==> config.mk <==
export PLATFORM = sky130hd
export DESIGN_NAME = uart_buffered_byte_queues_top
export DESIGN_NICKNAME = d
export VERILOG_FILES = /design/src/design/ubbq_pkg.sv /design/src/design/ubbq_ram.sv /design/src/design/uart_buffered_byte_queues_top.sv
export SDC_FILE = /design/constraint.sdc
export NUM_CORES = 2
export LEC_CHECK = 0
export BUFFER_PORTS_ARGS = -buffer_cell sky130_fd_sc_hd__buf_2
export CAP_MARGIN = 30
export CORE_UTILIZATION = 25
export CTS_BUF_LIST = sky130_fd_sc_hd__clkbuf_4
export CTS_CLUSTER_SIZE = 16
export DETAILED_ROUTE_END_ITERATION = 10
export GPL_ROUTABILITY_DRIVEN = 0
export GPL_TIMING_DRIVEN = 0
export RECOVER_POWER = 50
export SETUP_SLACK_MARGIN = 0.15
export SLEW_MARGIN = 15
export SYNTH_ARGS = -nofsm -noshare
export SYNTH_HDL_FRONTEND = slang
export SYNTH_HIERARCHICAL = 1
export SYNTH_SLANG_ARGS = --single-unit
==> constraint.sdc <==
create_clock -name clk_i -period 10.6 [get_ports clk_i]
set_input_delay 0.53 -clock clk_i [delete_from_list [all_inputs] [get_ports clk_i]]
set_output_delay 0.53 -clock clk_i [all_outputs]
set_load 0.1 [all_outputs]
==> src/design/ubbq_pkg.sv <==
// ----------------------------------------------------------------------------
// UART byte queues package
// Depths, characters, request codes and beat types of the UART byte queues.
// ----------------------------------------------------------------------------
package ubbq_pkg;

  localparam int unsigned TX_DEPTH = 256;
  localparam int unsigned RX_DEPTH = 16;

  localparam int unsigned TX_AW = (TX_DEPTH > 1) ? $clog2(TX_DEPTH) : 1;
  localparam int unsigned RX_AW = (RX_DEPTH > 1) ? $clog2(RX_DEPTH) : 1;
  localparam int unsigned TX_CW = $clog2(TX_DEPTH + 1);
  localparam int unsigned RX_CW = $clog2(RX_DEPTH + 1);

  localparam logic [7:0] CHAR_LF = 8'h0A;
  localparam logic [7:0] CHAR_CR = 8'h0D;

  typedef enum logic [2:0] {
    REQ_RX_BYTE  = 3'd0,
    REQ_TX_READY = 3'd1,
    REQ_HOST_WR  = 3'd2,
    REQ_HOST_RD  = 3'd3,
    REQ_RX_CLEAR = 3'd4
  } req_e;

  typedef struct packed {
    logic [2:0] req_type;
    logic [7:0] data_byte;
  } req_t;

  typedef struct packed {
    logic       tx_valid;
    logic [7:0] tx_byte;
    logic       read_valid;
    logic [7:0] read_byte;
    logic       write_ok;
    logic       input_available;
    logic       overrun;
    logic       tx_pending;
  } res_t;

endpackage

==> src/design/ubbq_ram.sv <==
// ----------------------------------------------------------------------------
// Generic RAM
// Single write port and single read port with registered read data.
// ----------------------------------------------------------------------------
module ubbq_ram #(
  parameter int unsigned Width = 8,
  parameter int unsigned Depth = 16,
  localparam int unsigned Aw = (Depth > 1) ? $clog2(Depth) : 1
) (
  input  logic             clk_i,
  input  logic             we_i,
  input  logic [Aw-1:0]    waddr_i,
  input  logic [Width-1:0] wdata_i,
  input  logic             re_i,
  input  logic [Aw-1:0]    raddr_i,
  output logic [Width-1:0] rdata_o
);

  logic [Width-1:0] mem_q [Depth];
  logic [Width-1:0] rdata_q;

  always_ff @(posedge clk_i) begin
    if (we_i) begin
      mem_q[waddr_i] <= wdata_i;
    end
    if (re_i) begin
      rdata_q <= mem_q[raddr_i];
    end
  end

  assign rdata_o = rdata_q;

endmodule

==> src/design/uart_buffered_byte_queues_top.sv <==
// ----------------------------------------------------------------------------
// UART buffered byte queues
// Transmit and receive ring queues in RAM with CR/LF handling, echo and
// sticky receive overrun.
// ----------------------------------------------------------------------------
// Channel   Direction  Handshake                 Beat
// command   in         start and not busy        req_i
// result    out        res_valid_o strobe        res_o
// config    in         cfg_valid_i, cfg_ready_o  cfg_data_i (echo enable)
//
// Most commands complete in ST_IDLE and their result strobes in the next cycle.
// A line feed queued for transmit is written as CR in ST_IDLE, then LF in ST_PUSH2.
// A dequeue passes through ST_TXRD or ST_RXRD for the registered RAM read.
// Reset clears pointers, counts and flags; no clearing pass is needed.
// The result receiver cannot stall; the config port is always ready.
// ----------------------------------------------------------------------------
module uart_buffered_byte_queues_top (
  input  logic           clk_i,
  input  logic           rst_ni,
  input  logic           start,
  output logic           busy,
  input  ubbq_pkg::req_t req_i,
  output logic           res_valid_o,
  output ubbq_pkg::res_t res_o,
  input  logic           cfg_valid_i,
  output logic           cfg_ready_o,
  input  logic           cfg_data_i
);

  import ubbq_pkg::*;

  typedef enum logic [3:0] {
    ST_IDLE  = 4'b0001,
    ST_PUSH2 = 4'b0010,
    ST_TXRD  = 4'b0100,
    ST_RXRD  = 4'b1000
  } state_e;

  state_e           state_q, state_d;
  logic [TX_AW-1:0] tx_wi_q, tx_wi_d, tx_ri_q, tx_ri_d;
  logic [TX_CW-1:0] tx_cnt_q, tx_cnt_d;
  logic [RX_AW-1:0] rx_wi_q, rx_wi_d, rx_ri_q, rx_ri_d;
  logic [RX_CW-1:0] rx_cnt_q, rx_cnt_d;
  logic             overrun_q, overrun_d;
  logic             echo_q, echo_d;
  logic             ok_q, ok_d;
  logic             res_vld_q, res_vld_d;
  res_t             res_q, res_d;

  logic             tx_we, tx_re;
  logic [7:0]       tx_wdata, tx_rdata;
  logic             rx_we, rx_re;
  logic [7:0]       rx_wdata, rx_rdata;
  logic             tx_full;
  logic [7:0]       first_byte;

  ubbq_ram #(.Width(8), .Depth(TX_DEPTH)) u_tx_ram (
    .clk_i   (clk_i),
    .we_i    (tx_we),
    .waddr_i (tx_wi_q),
    .wdata_i (tx_wdata),
    .re_i    (tx_re),
    .raddr_i (tx_ri_q),
    .rdata_o (tx_rdata)
  );

  ubbq_ram #(.Width(8), .Depth(RX_DEPTH)) u_rx_ram (
    .clk_i   (clk_i),
    .we_i    (rx_we),
    .waddr_i (rx_wi_q),
    .wdata_i (rx_wdata),
    .re_i    (rx_re),
    .raddr_i (rx_ri_q),
    .rdata_o (rx_rdata)
  );

  assign tx_full    = (tx_cnt_q == TX_CW'(TX_DEPTH));
  assign first_byte = (req_i.data_byte == CHAR_LF) ? CHAR_CR : req_i.data_byte;
  assign echo_d     = (cfg_valid_i && cfg_ready_o) ? cfg_data_i : echo_q;

  always_comb begin
    state_d   = state_q;
    tx_wi_d   = tx_wi_q;
    tx_ri_d   = tx_ri_q;
    tx_cnt_d  = tx_cnt_q;
    rx_wi_d   = rx_wi_q;
    rx_ri_d   = rx_ri_q;
    rx_cnt_d  = rx_cnt_q;
    overrun_d = overrun_q;
    ok_d      = ok_q;
    res_d     = res_q;
    res_vld_d = 1'b0;
    tx_we     = 1'b0;
    tx_re     = 1'b0;
    tx_wdata  = first_byte;
    rx_we     = 1'b0;
    rx_re     = 1'b0;
    rx_wdata  = (req_i.data_byte == CHAR_CR) ? CHAR_LF : req_i.data_byte;

    unique case (state_q)
      ST_IDLE: begin
        if (start) begin
          res_d = '0;
          ok_d  = 1'b1;
          unique case (req_i.req_type)
            REQ_RX_BYTE, REQ_HOST_WR: begin
              if (req_i.req_type == REQ_HOST_WR || echo_q) begin
                if (tx_full) begin
                  ok_d = 1'b0;
                end else begin
                  tx_we    = 1'b1;
                  tx_wi_d  = (tx_wi_q == TX_AW'(TX_DEPTH - 1)) ? '0 : tx_wi_q + 1'b1;
                  tx_cnt_d = tx_cnt_q + 1'b1;
                end
                if (req_i.data_byte == CHAR_LF) begin
                  state_d = ST_PUSH2;
                end
              end
              if (req_i.req_type == REQ_RX_BYTE) begin
                if (rx_cnt_q == RX_CW'(RX_DEPTH)) begin
                  overrun_d = 1'b1;
                end else begin
                  rx_we    = 1'b1;
                  rx_wi_d  = (rx_wi_q == RX_AW'(RX_DEPTH - 1)) ? '0 : rx_wi_q + 1'b1;
                  rx_cnt_d = rx_cnt_q + 1'b1;
                end
              end
            end
            REQ_TX_READY: begin
              if (tx_cnt_q != '0) begin
                tx_re    = 1'b1;
                tx_ri_d  = (tx_ri_q == TX_AW'(TX_DEPTH - 1)) ? '0 : tx_ri_q + 1'b1;
                tx_cnt_d = tx_cnt_q - 1'b1;
                state_d  = ST_TXRD;
              end
            end
            REQ_HOST_RD: begin
              if (rx_cnt_q != '0) begin
                rx_re    = 1'b1;
                rx_ri_d  = (rx_ri_q == RX_AW'(RX_DEPTH - 1)) ? '0 : rx_ri_q + 1'b1;
                rx_cnt_d = rx_cnt_q - 1'b1;
                state_d  = ST_RXRD;
              end
            end
            REQ_RX_CLEAR: begin
              rx_wi_d  = '0;
              rx_ri_d  = '0;
              rx_cnt_d = '0;
            end
            default: begin
            end
          endcase
          res_vld_d = (state_d == ST_IDLE);
        end
      end
      ST_PUSH2: begin
        tx_wdata = CHAR_LF;
        if (tx_full) begin
          ok_d = 1'b0;
        end else begin
          tx_we    = 1'b1;
          tx_wi_d  = (tx_wi_q == TX_AW'(TX_DEPTH - 1)) ? '0 : tx_wi_q + 1'b1;
          tx_cnt_d = tx_cnt_q + 1'b1;
        end
        state_d   = ST_IDLE;
        res_vld_d = 1'b1;
      end
      ST_TXRD: begin
        res_d.tx_valid = 1'b1;
        res_d.tx_byte  = tx_rdata;
        state_d        = ST_IDLE;
        res_vld_d      = 1'b1;
      end
      ST_RXRD: begin
        res_d.read_valid = 1'b1;
        res_d.read_byte  = rx_rdata;
        state_d          = ST_IDLE;
        res_vld_d        = 1'b1;
      end
      default: begin
        state_d = ST_IDLE;
      end
    endcase

    if (res_vld_d) begin
      res_d.write_ok        = ok_d;
      res_d.input_available = (rx_cnt_d != '0);
      res_d.overrun         = overrun_d;
      res_d.tx_pending      = (tx_cnt_d != '0);
    end
  end

  always_ff @(posedge clk_i or negedge rst_ni) begin
    if (!rst_ni) begin
      state_q   <= ST_IDLE;
      tx_wi_q   <= '0;
      tx_ri_q   <= '0;
      tx_cnt_q  <= '0;
      rx_wi_q   <= '0;
      rx_ri_q   <= '0;
      rx_cnt_q  <= '0;
      overrun_q <= 1'b0;
      echo_q    <= 1'b0;
      ok_q      <= 1'b1;
      res_vld_q <= 1'b0;
    end else begin
      state_q   <= state_d;
      tx_wi_q   <= tx_wi_d;
      tx_ri_q   <= tx_ri_d;
      tx_cnt_q  <= tx_cnt_d;
      rx_wi_q   <= rx_wi_d;
      rx_ri_q   <= rx_ri_d;
      rx_cnt_q  <= rx_cnt_d;
      overrun_q <= overrun_d;
      echo_q    <= echo_d;
      ok_q      <= ok_d;
      res_vld_q <= res_vld_d;
    end
  end

  always_ff @(posedge clk_i) begin
    res_q <= res_d;
  end

  assign busy        = (state_q != ST_IDLE);
  assign res_valid_o = res_vld_q;
  assign res_o       = res_q;
  assign cfg_ready_o = 1'b1;

endmodule

Yosys cells after proc, flatten, opt, wreduce, memory -nomap -nowiden
Memory sizes are Yosys's and may differ from the RTL's. A register that Yosys moved wholly into a read port is not among the register bits.
Cells that the tools add are included.
Widths: inputs -> output; s select.
{"block": "op_classes", "muxes": 77, "n_reduce_logical": 22, "n_addsub": 8, "n_eq_ne": 24}
{"operator": "$mux 8", "count": 9}
{"operator": "$pmux 9 s2", "count": 4}
{"operator": "$mux 4", "count": 15}
{"operator": "$mux 9", "count": 4}
{"operator": "$mux 1", "count": 31}
{"operator": "$mux 5", "count": 5}
{"operator": "$mux 22", "count": 1}
{"operator": "$reduce_bool 9->1", "count": 2}
{"operator": "$add 8x1->8 const B", "count": 2}
{"operator": "$eq 8x4->1 const B", "count": 2}
{"operator": "$eq 8x8->1 const B", "count": 2}
{"operator": "$pmux 4 s2", "count": 2}
{"operator": "$pmux 8 s2", "count": 1}
{"operator": "$pmux 5 s3", "count": 1}
{"operator": "$reduce_bool 2->1", "count": 7}
{"operator": "$eq 4x4->1 const B", "count": 3}
{"operator": "$pmux 4 s3", "count": 1}
{"operator": "$reduce_and 4->1", "count": 3}
{"operator": "$ne 2x2->1 const B", "count": 5}
{"operator": "$reduce_bool 5->1", "count": 2}
{"operator": "$add 9x1->9 const B", "count": 1}
{"operator": "$eq 9x9->1 const B", "count": 1}
{"operator": "$sub 9x1->9 const B", "count": 1}
{"operator": "$add 4x1->4 const B", "count": 2}
{"operator": "other kinds (18)", "count": 24}
{"block": "totals", "ramBits": 2176, "n_memories": 2, "register_bits": 68, "word_cells": 152}
{"name": "u_tx_ram.mem_q", "words": 256, "word_bits": 8, "rd": 1, "rd_clocked_by_memory_dff": 1, "write_ports": 1, "line_no": "ubbq_ram.sv:19", "rtl": "logic [Width-1:0] mem_q [Depth];"}
{"name": "u_rx_ram.mem_q", "words": 16, "word_bits": 8, "rd": 1, "rd_clocked_by_memory_dff": 1, "write_ports": 1, "line_no": "ubbq_ram.sv:19"}

Depth between registers and ports, before layout
{"block": "depth", "word_depth": 11, "depth_mapped": 11, "mapped_depth_nobuf": 9}

Cells and area by module
Netlist, hierarchy kept.
{"mod": "ubbq_ram (u_tx_ram)", "cells_per_inst": 3733, "instances": 1, "area_each_um2": 79636.4}
{"mod": "ubbq_ram (u_rx_ram)", "cells_per_inst": 229, "instances": 1, "area_each_um2": 5227.5}
{"mod": "uart_buffered_byte_queues_top", "cells_per_inst": 417, "instances": 1, "area_each_um2": 3995.1}

Least setup slack after synthesis
OpenSTA, ideal clock, no wires.
{"block": "synth_timing", "kind": "input port to flip-flop", "startpoint": "input req_i[5] in the netlist's numbering", "endpoint": "memory u_tx_ram.mem_q[0][0], data pin", "setup_time_ns": 1.579, "path_slack_ns": 0.866, "cell_stages": 3, "n_path_buf": 0, "t_arrival_ns": 8.155, "t_required_ns": 9.021, "path_cell_list": "nor4_1 > nand4_1 > a21oi_1"}
{"block": "synth_via", "elab_chain_cells": 3}
{"item": "start, declared", "line_no": "uart_buffered_byte_queues_top.sv:22", "rtl": "input ubbq_pkg::req_t req_i,"}
{"item": "$eq 8x4->1", "line_no": "uart_buffered_byte_queues_top.sv:78", "rtl": "assign first_byte = (req_i.data_byte == CHAR_LF) ? CHAR_CR : req_i.data_byte;"}
{"item": "$mux 8", "line_no": "uart_buffered_byte_queues_top.sv:78"}
{"item": "$mux 8", "line_no": "uart_buffered_byte_queues_top.sv:100", "rtl": "unique case (state_q)"}
{"item": "via tx_wdata[0]", "line_no": "uart_buffered_byte_queues_top.sv:51", "rtl": "logic [7:0] tx_wdata, tx_rdata;"}
{"item": "end, declared", "line_no": "ubbq_ram.sv:19"}
The timed path passes the listed nets, and every way through them passes these cells.

Worst setup path in the final report
{"block": "layout_timing", "startpoint": "register state_q[0]", "endpoint": "memory u_tx_ram.mem_q[57][4], data pin"}
{"block": "layout_via", "elab_chain_cells": 2}
{"item": "start, declared", "line_no": "uart_buffered_byte_queues_top.sv:39", "rtl": "state_e state_q, state_d;"}
{"item": "start signal, assigned", "line_no": "uart_buffered_byte_queues_top.sv:207", "rtl": "state_q <= state_d;"}
{"item": "$eq 4x2->1", "line_no": "uart_buffered_byte_queues_top.sv:100"}
{"item": "$mux 8", "line_no": "uart_buffered_byte_queues_top.sv:100"}
{"item": "via tx_wdata[4]", "line_no": "uart_buffered_byte_queues_top.sv:51"}
The timed path passes the listed nets, and every way through them passes these cells.

==> metrics <==
worst r2r src state_q[0]; Mapped Nets 4404; Post-synth ARST share 2.035%; CP Launch Type register; Synth warnings 6; DRC 0; CP most frequent cell clkbuf_1; Port-buffer cells 39; Final Max Slew Viols 1333; Mapped Area 88860 µm²; synth-to-layout area growth 15.72%; deepest clock path buffer count 4; die area 357800 µm²; antenna viol nets, final 0; FF+latch count, synth 2260; Avg Inst Size Synth 20.29 µm²; # IOs 41; die height 598.2 µm; htree depth 6; CP max FO 67; share of layout cells above drive strength 1 28.72%; commonest non-fill, non-tap cell in the layout edfxtp_1; worst vdd ir 0.1222 mV; register-to-register setup slack 2.77 ns; Hold Path Class in -> reg; cell count after synthesis 4379; post-synthesis xor/xnor area fraction 0.1183%; Crit path required time 11.10 ns; final core utilization 29.11%; Worst R2R Path Depth 5; Post-synth EDFFs 2214; crit path kind reg -> reg; failing checks max-capacitance violations, max-slew violations; CTS Buf Count 568; WP buf/inv 3; clk slew on worst S/H paths 0.07 ns; crit-path max cell delay 2.50 ns; TritonCTS clock tree yes; vias per cell 4.927; DR pass1 iterations 6; status finished with violations; Max Fclk 127.7 MHz; Reg-to-Reg End u_tx_ram/mem_q[57][4]; Final Instance Area 102800 µm²; Post-DP Area 96780 µm²; crit path DAT 8.33 ns; Core ar. 353200 µm²; cells along the critical path or4b_2, clkbuf_1, and2_0, clkbuf_1, clkbuf_1; WL/cell 26.78 µm; endpoint with the worst hold slack rx_wi_q[3]; Placed Cells 9238; Synth Area in Simple Gates 3.693%; Pwr per Cell Area 229.4 nW/µm²; crit-path leading delay family buffers and inverters; Adder-Cell Fraction of Synth Area 0.1267%; final cycle utilization of the critical path 73.86%; HPWL after DPL 186300 µm; hold path startpoint start; main flop type after synthesis edfxtp_1; slew margin rel. -142.9%; Worst setup EP type register; initial core utilization 25.16%; row count 218; post-route clock skew 0.1557 ns; most frequent cells in the layout edfxtp_1 (2214), clkbuf_4 (785), mux4_2 (472); largest net degree at the start of global routing 85; vias in the first global route 49810; fin cells 10200; 1st-iter DRT viols 7370; Worst-Skew Late Latency 1.33 ns; Die Wd 598.2 µm; final WL 273000 µm; Clock Sinks 2260; Setup Buffers After CTS 0; Final setup viols 0; # resized after CTS 0; final hold vios 0; Max Cap Violations 29; Nets 5149; total track usage 14.82%; RSZ-0062 raised after global routing false; largest family of logic cells by synthesized area multiplexers; GRT overflow 0; hold path depth 6; LEAKAGE 31.79 nW; number of antenna violations at the first check in global routing 16; hold buffers post-CTS 23; Root Driver clkbuf_4; post-synthesis mux area share 14.06%; register area share after synthesis 76.12%; vias 50240; Unique masters post-synth 97; Hold WS 0.3701 ns; Slowest-stage cell, CP clkbuf_1; first-pass GRT wire length 375700 µm; post-synthesis compound-gate area fraction 3.962%; minimum clock period after layout 7.829 ns; Slew @ Worst Pin 3.644 ns
per-layer routing:
| metal | wire [µm] | vias to the layer above | track usage (%) |
|---|---|---|---|
| li1 | - | 20070 | - |
| met1 | 103600 | 26290 | 19.06 |
| met2 | 124200 | 3301 | 22.98 |
| met3 | 32950 | 573 | 4.422 |
| met4 | 12270 | 2 | 6.749 |
| met5 | 13 | - | 0 |
report_power, final:
| part | internal, mW | leakage (nW) | switching, mW |
|---|---|---|---|
| registers | 9.89 | 20.5 | 0.0723 |
| clock network | 3.55 | 3.93 | 3.38 |
| logic | 2.51 | 7.34 | 4.17 |
layout make-up:
| cell class | count | area [µm²] |
|---|---|---|
| inverters | 18 | 67.56 |
| well taps | 4730 | 5918 |
| multi-input cells | 1833 | 19530 |
| clock buffers | 784 | 5886 |
| clock inverters | 114 | 635.6 |
| flip-flops and latches | 2260 | 67640 |
| repair buffers | 175 | 1446 |
| fillers | 34680 | 250400 |
| plain buffers | 268 | 1664 |
| diodes | 14 | 35.03 |
per-stage QoR:
step                setup WS (ns)  total power, mW  setup TNS, ns
floorplan                  0.8660            14.07              0
finish                      2.771            23.59              0
detailed placement          5.060            16.75              0
global route                2.480            24.26              0
global placement           -9.041            16.63       -4493.16
CTS                         5.030            23.65              0
flip-flops by register name, summed over array words and instances, names as in the netlist, 8 cells and up:
register / flops
u_rx_ram/mem_q: 128
res_o: 22
u_tx_ram/rdata_o: 8
u_tx_ram/mem_q: 2048
tx_wi_q: 8
tx_ri_q: 8
u_rx_ram/rdata_o: 8
tx_cnt_q: 9
how the worst max path moves through the flow:
stage / start / depth (start not counted) / end
4_1_cts: state_q[0] / 10 / u_tx_ram/mem_q[72][2]
3_5_place_dp: state_q[0] / 10 / u_tx_ram/mem_q[72][1]
2_1_floorplan: req_i[5] / 3 / u_tx_ram/mem_q[0][0]
6_report: state_q[0] / 5 / u_tx_ram/mem_q[57][4]
3_3_place_gp: req_i[5] / 4 / u_tx_ram/mem_q[220][2]
5_1_grt: state_q[0] / 5 / u_tx_ram/mem_q[57][4]
synth_stat cells (4+ instances only):
| master | n | area [µm²] |
|---|---|---|
| a211oi_1 | 17 | 127.6 |
| a21oi_1 | 115 | 575.6 |
| a221oi_1 | 15 | 131.4 |
| a22o_1 | 10 | 87.58 |
| a22oi_1 | 149 | 1119 |
| a31oi_1 | 13 | 81.33 |
| and2_1 | 31 | 193.9 |
| and3_1 | 5 | 31.28 |
| buf_1 | 22 | 82.58 |
| buf_12 | 8 | 160.2 |
| buf_2 | 40 | 200.2 |
| buf_4 | 29 | 217.7 |
| buf_6 | 24 | 270.3 |
| buf_8 | 13 | 195.2 |
| clkbuf_1 | 129 | 484.2 |
| dfrtp_1 | 44 | 1101 |
| edfxtp_1 | 2214 | 66480 |
| ha_1 | 9 | 112.6 |
| inv_1 | 16 | 60.06 |
| mux2_2 | 6 | 67.56 |
| mux2i_1 | 137 | 1371 |
| mux4_1 | 16 | 420.4 |
| mux4_2 | 472 | 10630 |
| nand2_1 | 79 | 296.5 |
| nand2b_1 | 13 | 81.33 |
| nand3_1 | 48 | 240.2 |
| nand3b_1 | 5 | 37.54 |
| nand4_1 | 18 | 112.6 |
| nor2_1 | 324 | 1216 |
| nor2b_1 | 36 | 225.2 |
| nor3_1 | 43 | 215.2 |
| nor4_1 | 30 | 187.7 |
| nor4_2 | 4 | 50.05 |
| nor4b_1 | 4 | 35.03 |
| o211ai_1 | 13 | 97.59 |
| o21ai_0 | 36 | 180.2 |
| o21ai_1 | 4 | 20.02 |
| o221ai_1 | 46 | 402.9 |
| o22a_1 | 7 | 61.31 |
| o22ai_1 | 31 | 193.9 |
| o32ai_1 | 5 | 43.79 |
| or2_2 | 6 | 37.54 |
| or3_1 | 4 | 25.02 |
| xnor2_1 | 10 | 87.58 |
tightest hold or removal path: stages:
cell and delay (ns):
dlygate4sd3_1 0.53, buf_2 0.15, nand2_1 0.12, nor4_1 0.11, nand4_1 0.10, o21ai_0 0.08
cells by family (layout without fill, tap and decap cells):
logic type / after synthesis / after routing
multiplexers: 631 / 631
AND/OR/NAND/NOR: 679 / 679
other: 1 / 15
buffers and inverters: 286 / 1359
AO/OA/AOI/OAI: 501 / 501
adder cells (fa/ha/maj): 9 / 9
XOR/XNOR: 12 / 12
flip-flops: 2260 / 2260
Note: power is estimated with default switching activity, not from simulation.
